--- config.mk ---
export PLATFORM = sky130hd
export DESIGN_NAME = top_k_score_insert_unit
export DESIGN_NICKNAME = d
export VERILOG_FILES = /design/src/rtl/core/tksi_pkg.sv /design/src/rtl/core/top_k_score_insert_unit.sv /design/src/rtl/core/tksi_cell.sv
export SDC_FILE = /design/constraint.sdc
export NUM_CORES = 1
export LEC_CHECK = 0
export BUFFER_PORTS_ARGS = -buffer_cell sky130_fd_sc_hd__buf_2
export CORE_UTILIZATION = 27
export CTS_BUF_LIST = sky130_fd_sc_hd__clkbuf_8
export CTS_CLUSTER_DIAMETER = 50
export DETAILED_ROUTE_END_ITERATION = 10
export PLACE_DENSITY = 0.53
export SETUP_SLACK_MARGIN = 0.3
export SLEW_MARGIN = 25
export SYNTH_ARGS = -nofsm -noshare
export SYNTH_HDL_FRONTEND = slang
export SYNTH_SLANG_ARGS = --single-unit
--- constraint.sdc ---
create_clock -name clk -period 9.1 [get_ports clk]
set_input_delay 1.365 -clock clk [delete_from_list [all_inputs] [get_ports clk]]
set_output_delay 1.365 -clock clk [all_outputs]
set_load 0.1 [all_outputs]
--- src/rtl/core/tksi_pkg.sv ---
// types and constants shared by the top-k score insert unit
package tksi_pkg;

  localparam int OPCODE_W = 2;
  localparam int SLOT_W   = 3;
  localparam int SCORE_W  = 20;
  localparam int RANK_W   = 4;
  localparam int SLOT_NUM = 2 ** SLOT_W;
  localparam int IN_W     = 32;
  localparam int OUT_W    = 32;

  localparam logic [SCORE_W-1:0] SCORE_MAX = SCORE_W'(999999);

  localparam logic [OPCODE_W-1:0] OP_INSERT = 2'd0;
  localparam logic [OPCODE_W-1:0] OP_LOAD   = 2'd1;
  localparam logic [OPCODE_W-1:0] OP_READ   = 2'd2;

  typedef logic [SCORE_W-1:0] score_t;

  typedef struct packed {
    logic   ins;
    logic   load;
    score_t score;
  } cell_ctrl_t;

endpackage

--- src/rtl/core/top_k_score_insert_unit.sv ---
// top level of the top-k score insert unit: cell row, rank register and output stage
//
// keeps the best RANK_ENTRIES scores in descending order, slot 0 best.
// input words carry opcode, slot and score: insert, load entry at slot,
// or read entry at slot. every input word yields exactly one output word
// with accepted, rank of the latest accepted insert, and read value.
// a row of cells compares all entries with the score combinationally and
// shifts the lower ones down, so each word finishes in the cycle it is
// taken; its result is registered and appears on out_* in the cycle
// after acceptance. throughput is one word per cycle while the receiver
// does not stall, set by the combinational cell row and the one output register.
// when the receiver stalls, the output word holds and in_tready drops
// until it is taken; a new word is taken in the same cycle the pending
// one leaves.
// reset clears every entry to zero and sets rank to RANK_ENTRIES (none),
// masked to four bits.
module top_k_score_insert_unit #(
  parameter int RANK_ENTRIES = 8
) (
  input  logic                     clk,
  input  logic                     rst_n,
  input  logic                     in_tvalid,
  output logic                     in_tready,
  input  logic [tksi_pkg::IN_W-1:0] in_tdata,   // opcode, slot, score, zero pad
  output logic                     out_tvalid,
  input  logic                     out_tready,
  output logic [tksi_pkg::OUT_W-1:0] out_tdata  // accepted, rank, read_value, zero pad
);
  import tksi_pkg::*;

  localparam int CNT_W = $clog2(RANK_ENTRIES);
  localparam logic [RANK_W-1:0] RANK_NONE = RANK_W'(RANK_ENTRIES);

  logic [OPCODE_W-1:0] opcode;
  logic [SLOT_W-1:0]   slot;
  logic [SCORE_W-1:0]  score_raw;
  score_t              score;
  logic                in_fire;

  cell_ctrl_t          ctrl;
  score_t              vals  [RANK_ENTRIES];
  logic [RANK_ENTRIES:0] found;
  logic [RANK_ENTRIES-1:0] gt;
  logic                room;

  logic [CNT_W-1:0]    greater;
  score_t              rd_val;
  logic                acc;

  logic [RANK_W-1:0]   rank_r;
  logic [RANK_W-1:0]   rank_nxt;
  logic                out_valid_r;
  logic [OUT_W-1:0]    out_data_r;
  logic [OUT_W-1:0]    out_data_nxt;

  assign opcode    = in_tdata[OPCODE_W-1:0];
  assign slot      = in_tdata[OPCODE_W +: SLOT_W];
  assign score_raw = in_tdata[OPCODE_W+SLOT_W +: SCORE_W];
  assign score     = (score_raw > SCORE_MAX) ? SCORE_MAX : score_raw;

  assign in_tready = !out_valid_r || out_tready;
  assign in_fire   = in_tvalid && in_tready;

  assign found[0]  = 1'b0;
  // room only when the last entry is strictly below the score
  assign room      = found[RANK_ENTRIES] && !gt[RANK_ENTRIES-1] &&
                     (vals[RANK_ENTRIES-1] != score);

  always_comb begin
    ctrl.ins   = 1'b0;
    ctrl.load  = 1'b0;
    ctrl.score = score;
    if (in_fire) begin
      unique case (opcode)
        OP_INSERT: ctrl.ins  = room;
        OP_LOAD:   ctrl.load = 1'b1;
        default:   ;
      endcase
    end
  end

  genvar g;
  generate
    for (g = 0; g < RANK_ENTRIES; g++) begin : g_cell
      logic   load_sel;
      score_t prev_val;
      assign load_sel = (g < SLOT_NUM) && (slot == SLOT_W'(g));
      if (g == 0) begin : g_head
        assign prev_val = '0;
      end else begin : g_body
        assign prev_val = vals[g-1];
      end
      tksi_cell u_cell (
        .clk       (clk),
        .rst_n     (rst_n),
        .ctrl      (ctrl),
        .load_sel  (load_sel),
        .prev_val  (prev_val),
        .found_in  (found[g]),
        .val       (vals[g]),
        .found_out (found[g+1]),
        .gt        (gt[g])
      );
    end
  endgenerate

  always_comb begin
    greater = '0;
    for (int i = 0; i < RANK_ENTRIES - 1; i++) begin
      greater = greater + CNT_W'(gt[i]);
    end
  end

  always_comb begin
    rd_val = '0;
    for (int i = 0; i < RANK_ENTRIES; i++) begin
      if (i < SLOT_NUM && slot == SLOT_W'(i)) begin
        rd_val = vals[i];
      end
    end
  end

  always_comb begin
    acc      = 1'b0;
    rank_nxt = rank_r;
    out_data_nxt = '0;
    unique case (opcode)
      OP_INSERT: begin
        acc = room;
        if (room) begin
          rank_nxt = RANK_W'(greater);
        end
      end
      OP_READ: begin
        out_data_nxt[1+RANK_W +: SCORE_W] = rd_val;
      end
      default: ;
    endcase
    out_data_nxt[0]          = acc;
    out_data_nxt[1 +: RANK_W] = rank_nxt;
  end

  always_ff @(posedge clk) begin
    if (!rst_n) begin
      rank_r      <= RANK_NONE;
      out_valid_r <= 1'b0;
    end else begin
      if (in_fire) begin
        rank_r      <= rank_nxt;
        out_valid_r <= 1'b1;
      end else if (out_tready) begin
        out_valid_r <= 1'b0;
      end
    end
  end

  always_ff @(posedge clk) begin
    if (in_fire) begin
      out_data_r <= out_data_nxt;
    end
  end

  assign out_tvalid = out_valid_r;
  assign out_tdata  = out_data_r;

  a_word_follows: assert property (@(posedge clk) disable iff (!rst_n)
    in_fire |=> out_tvalid)
    else $error("accepted word produced no output word");

  a_rank_holds: assert property (@(posedge clk) disable iff (!rst_n)
    (in_fire && opcode != OP_INSERT) |=> (rank_r == $past(rank_r)))
    else $error("rank changed on a non-insert word");

  a_acc_no_read: assert property (@(posedge clk) disable iff (!rst_n)
    (out_tvalid && out_tdata[0]) |-> (out_tdata[1+RANK_W +: SCORE_W] == '0))
    else $error("accepted insert carries a read value");

  a_reject_keeps_top: assert property (@(posedge clk) disable iff (!rst_n)
    (in_fire && opcode == OP_INSERT && !room) |=> (vals[0] == $past(vals[0])))
    else $error("rejected insert changed the table");

endmodule

--- src/rtl/core/tksi_cell.sv ---
// one table entry: compares against the incoming score and shifts from its upper neighbor
module tksi_cell (
  input  logic                clk,
  input  logic                rst_n,
  input  tksi_pkg::cell_ctrl_t ctrl,
  input  logic                load_sel,
  input  tksi_pkg::score_t    prev_val,
  input  logic                found_in,
  output tksi_pkg::score_t    val,
  output logic                found_out,
  output logic                gt
);
  import tksi_pkg::*;

  score_t val_r;
  score_t val_nxt;
  logic   lt;

  assign lt        = val_r < ctrl.score;
  assign gt        = val_r > ctrl.score;
  assign found_out = found_in | lt;
  assign val       = val_r;

  always_comb begin
    val_nxt = val_r;
    if (ctrl.ins) begin
      if (found_in) begin
        val_nxt = prev_val;
      end else if (lt) begin
        val_nxt = ctrl.score;
      end
    end else if (ctrl.load && load_sel) begin
      val_nxt = ctrl.score;
    end
  end

  always_ff @(posedge clk) begin
    if (!rst_n) begin
      val_r <= '0;
    end else begin
      val_r <= val_nxt;
    end
  end

endmodule

==> summary.md <==
| Metric | Value |
|---|---|
| Worst reg2reg path depth | 16 |
| Die Area | between 50000 and 60000 µm² |
| Post-Syn Instances | approximately 1600 |
| DRT Pass-1 Iters | 5 |
| Tmin final | between 7 and 8 ns |
| Tightest Pin Transition | around 1.0 ns |
| Hold Startpoint | rank_r[3] |
| Power Total | 0.00207 W |
| Post-synthesis cell type count | just under 70 |
| Mean Syn Cell Area | 8.62 µm² |
| Ys Warns | 0 |
| Setup TNS | 0 ns |
| Ys flop type | dfxtp_1 |
| Peak VDD IR | 100 µV |
| Post-CTS setup buffer count | 0 |
| Grt total ovfl | 0 |
| Layout area overhead | 10.2% |
| Crit share post-route | roughly four fifths |
| Async SR Flop Fraction | 0% |
| Pleak | between 6 and 7 nW |
| Post-synth top area share | between 20 and 25% |
| Endpoint class of the critical path | flip-flop |
| CP Cell Sequence | buf_2 > or3_1 > o311ai_2 > buf_4 > and2_1 > inv_1 > ha_1 > nand4_1 > nor4_1 > o21ai_0 > o311ai_0 > or2_1 > buf_4 > nand2_1 > fa_1 > inv_1 > fa_1 > inv_1 > fa_1 > inv_1 > fa_1 > mux2_2 |
| Critical path class | in -> reg |
| Final cell count without fillers | ~2200 |
| Status | completed |
| Fmax achieved | roughly 140 MHz |
| GRT Util Overall | 18.1% |
| Cts bufs inserted | 17 |
| Core footprint | slightly below 50000 µm² |
| Fillers | 5259 |
| CTS tree | done |
| Fin. Hold Viols | 0 |
| Setup violators final | 0 |
| CP max FO | 17 |
| Post-cts sizing count | 0 |
| H-tree Lvls | 4 |
| Commonest non-fill, non-tap cell in the layout | dfxtp_1 |
| Die height | between 200 and 250 µm |
| Vias per cell | 5.40 |
| GP Congestion | around 0.9 |
| WL final | ~46 mm |
| Vias in the first global route | between 10000 and 15000 |
| Top post-synthesis cells by area | dfxtp_1, ha_1, mux2i_1, edfxtp_1, a21oi_1 |
| Share of layout cells above drive strength 1 | between 10 and 15% |
| Root buffer cell | clkbuf_8 |
| Synth Register Bits | between 150 and 200 |
| Residual DRC | 0 |
| Crit path max-delay cell type | nor4_1 |
| Critical Path RT | 9.38 ns |
| Worst EP arrival | approximately 7.7 ns |
| Most frequent cells in the layout | dfxtp_1, nor2_1, ha_1 |
| Cells on Worst Hold Path | 2 |
| Initial core utilization | a little over a quarter |
| Slew HR | approximately 32% |
| Clock Latency Late Sink | ~0.53 ns |
| Largest net degree at the start of global routing | 87 |
| Hold WC Path Type | reg -> reg |
| Hold Crit Endpoint | rank_r[3] |
| Register area share after synthesis | a little under a third |
| Std-Cell Rows | 81 |
| Number of clock sinks | 190 |
| Reg-to-reg critical path endpoint | out_tdata[2] |
| Largest area contributor in the netlist | dfxtp_1 |
| Hold-fix buffers, CTS | 0 |
| First-pass GRT wire length | 69.8 mm |
| Register-to-register setup slack | between 3 and 4 ns |
| Reg2Reg Launch Point | g_cell[3].u_cell.val[18] |
| I/O pin cnt | 70 |
| DR WL/cell | about 20 µm |
| Buf+Inv Stages, Crit Path | 7 |
| Initial DRC Count | between 800 and 900 |
| Worst-case clock skew | 0.00955 ns |
| Maximum buffer depth of the clock tree | 2 |
| Placed Instances | around 2200 |
| Number of flops mapped to enable cells by yosys | 25 |
| # port buffers | 55 |
| Critical path's top delay family | adder cells |
| Maxcap violations | 0 |
| Vias | 12114 |
| Routed Antenna Nets | 0 |
| Max-slew violation count | 0 |
| # nets final | between 1500 and 2000 |
| Peak per-stage delay on the critical path | 0.54 ns |
| PwrDens | ~140 nW/µm² |
| Clock transition at path regs | about 0.1 ns |
| DP Wirelength | about 33 mm |
| Crit start category | primary input |
| Die X | about 230 µm |
| RSZ-0062 raised after global routing | false |
| Initial antenna violation count | 0 |
| Mapped Area | ~13000 µm² |
## metal layers
layer	global-route usage, %	share of wire, %	vias up
li1	-	-	5843
met1	23.4	44	5818
met2	30.6	48	371
met3	2.06	4.8	82
met4	7.55	3.1	0
met5	0	0	-
## report_power, final
group          leakage [nW]  internal, W  switching [W]
Combinational          4.48     0.000166       0.000339
Clock                 0.210     0.000282       0.000335
Sequential             1.60     0.000895      0.0000488
## area by class of cell
cell class | count | area (µm²) | share of cell area, %
flip-flops and latches | 190 | 4050 | 27.3
multi-input cells | 1196 | 8720 | 58.8
repair buffers | 93 | 561 | 3.78
clock buffers | 19 | 262 | 1.76
diodes | 1 | 2.50 | 0.0169
well taps | 664 | 831 | 5.60
clock inverters | 13 | 146 | 0.987
inverters | 67 | 254 | 1.71
## worst register-to-register path, delay by kind of cell, from the launching register on
| kind | cells | cell delay, ns |
|---|---|---|
| fa+ha+maj | 5 | 2.19 |
| mux | 1 | 0.27 |
| simple gates | 4 | 1.15 |
| compound gates | 2 | 0.59 |
| flops | 1 | 0.35 |
| buf+inv | 4 | 0.40 |
## cells in the mapped netlist, types with 25 or more instances
| library cell | n |
|---|---|
| a211oi_1 | 78 |
| a21oi_1 | 125 |
| buf_2 | 30 |
| clkbuf_1 | 64 |
| dfxtp_1 | 165 |
| edfxtp_1 | 25 |
| ha_1 | 152 |
| inv_1 | 67 |
| mux2i_1 | 111 |
| nand2_1 | 116 |
| nand4_1 | 31 |
| nor2_1 | 158 |
| o211ai_1 | 30 |
| o21ai_0 | 97 |
| o22ai_1 | 41 |
## logic make-up after synthesis
logic type / after synthesis / share of synthesized area [%]
fa+ha+maj: 156 / 14.7
buf+inv: 181 / 5.72
flops: 190 / 30.1
xor+xnor: 2 / 0.130
simple gates: 404 / 13.8
compound gates: 490 / 23.7
mux: 137 / 11.8
other cells: 1 / 0.0279
## worst max-delay path by stage
stage                 start            to  slack (ns)  cells past startpoint
2_1_floorplan  in_tdata[16]  out_tdata[2]        1.78                     22
3_3_place_gp   in_tdata[22]  out_tdata[2]        1.36                     21
3_5_place_dp   in_tdata[20]  out_tdata[2]        1.30                     22
4_1_cts        in_tdata[20]  out_tdata[2]        1.84                     22
5_1_grt        in_tdata[20]  out_tdata[2]        1.43                     22
6_report       in_tdata[20]  out_tdata[2]        1.73                     22
## sequential cells by signal (all words and copies together) (netlist names)
| signal | count |
|---|---|
| g_cell.u_cell.val | 160 |
| out_tdata | 25 |
| rank_r | 4 |
| out_tvalid | 1 |
## through the flow
step,area (µm²),hold slack (ns),setup WS [ns],util [%]
floorplan,13500,0.416,1.78,-
global placement,14400,0.426,1.36,29.4
detailed placement,14400,0.434,1.30,29.4
CTS,14800,0.450,1.84,30.2
global route,14800,0.475,1.43,30.2
finish,14800,0.451,1.73,30.2
(Power assumes the default switching activity.)
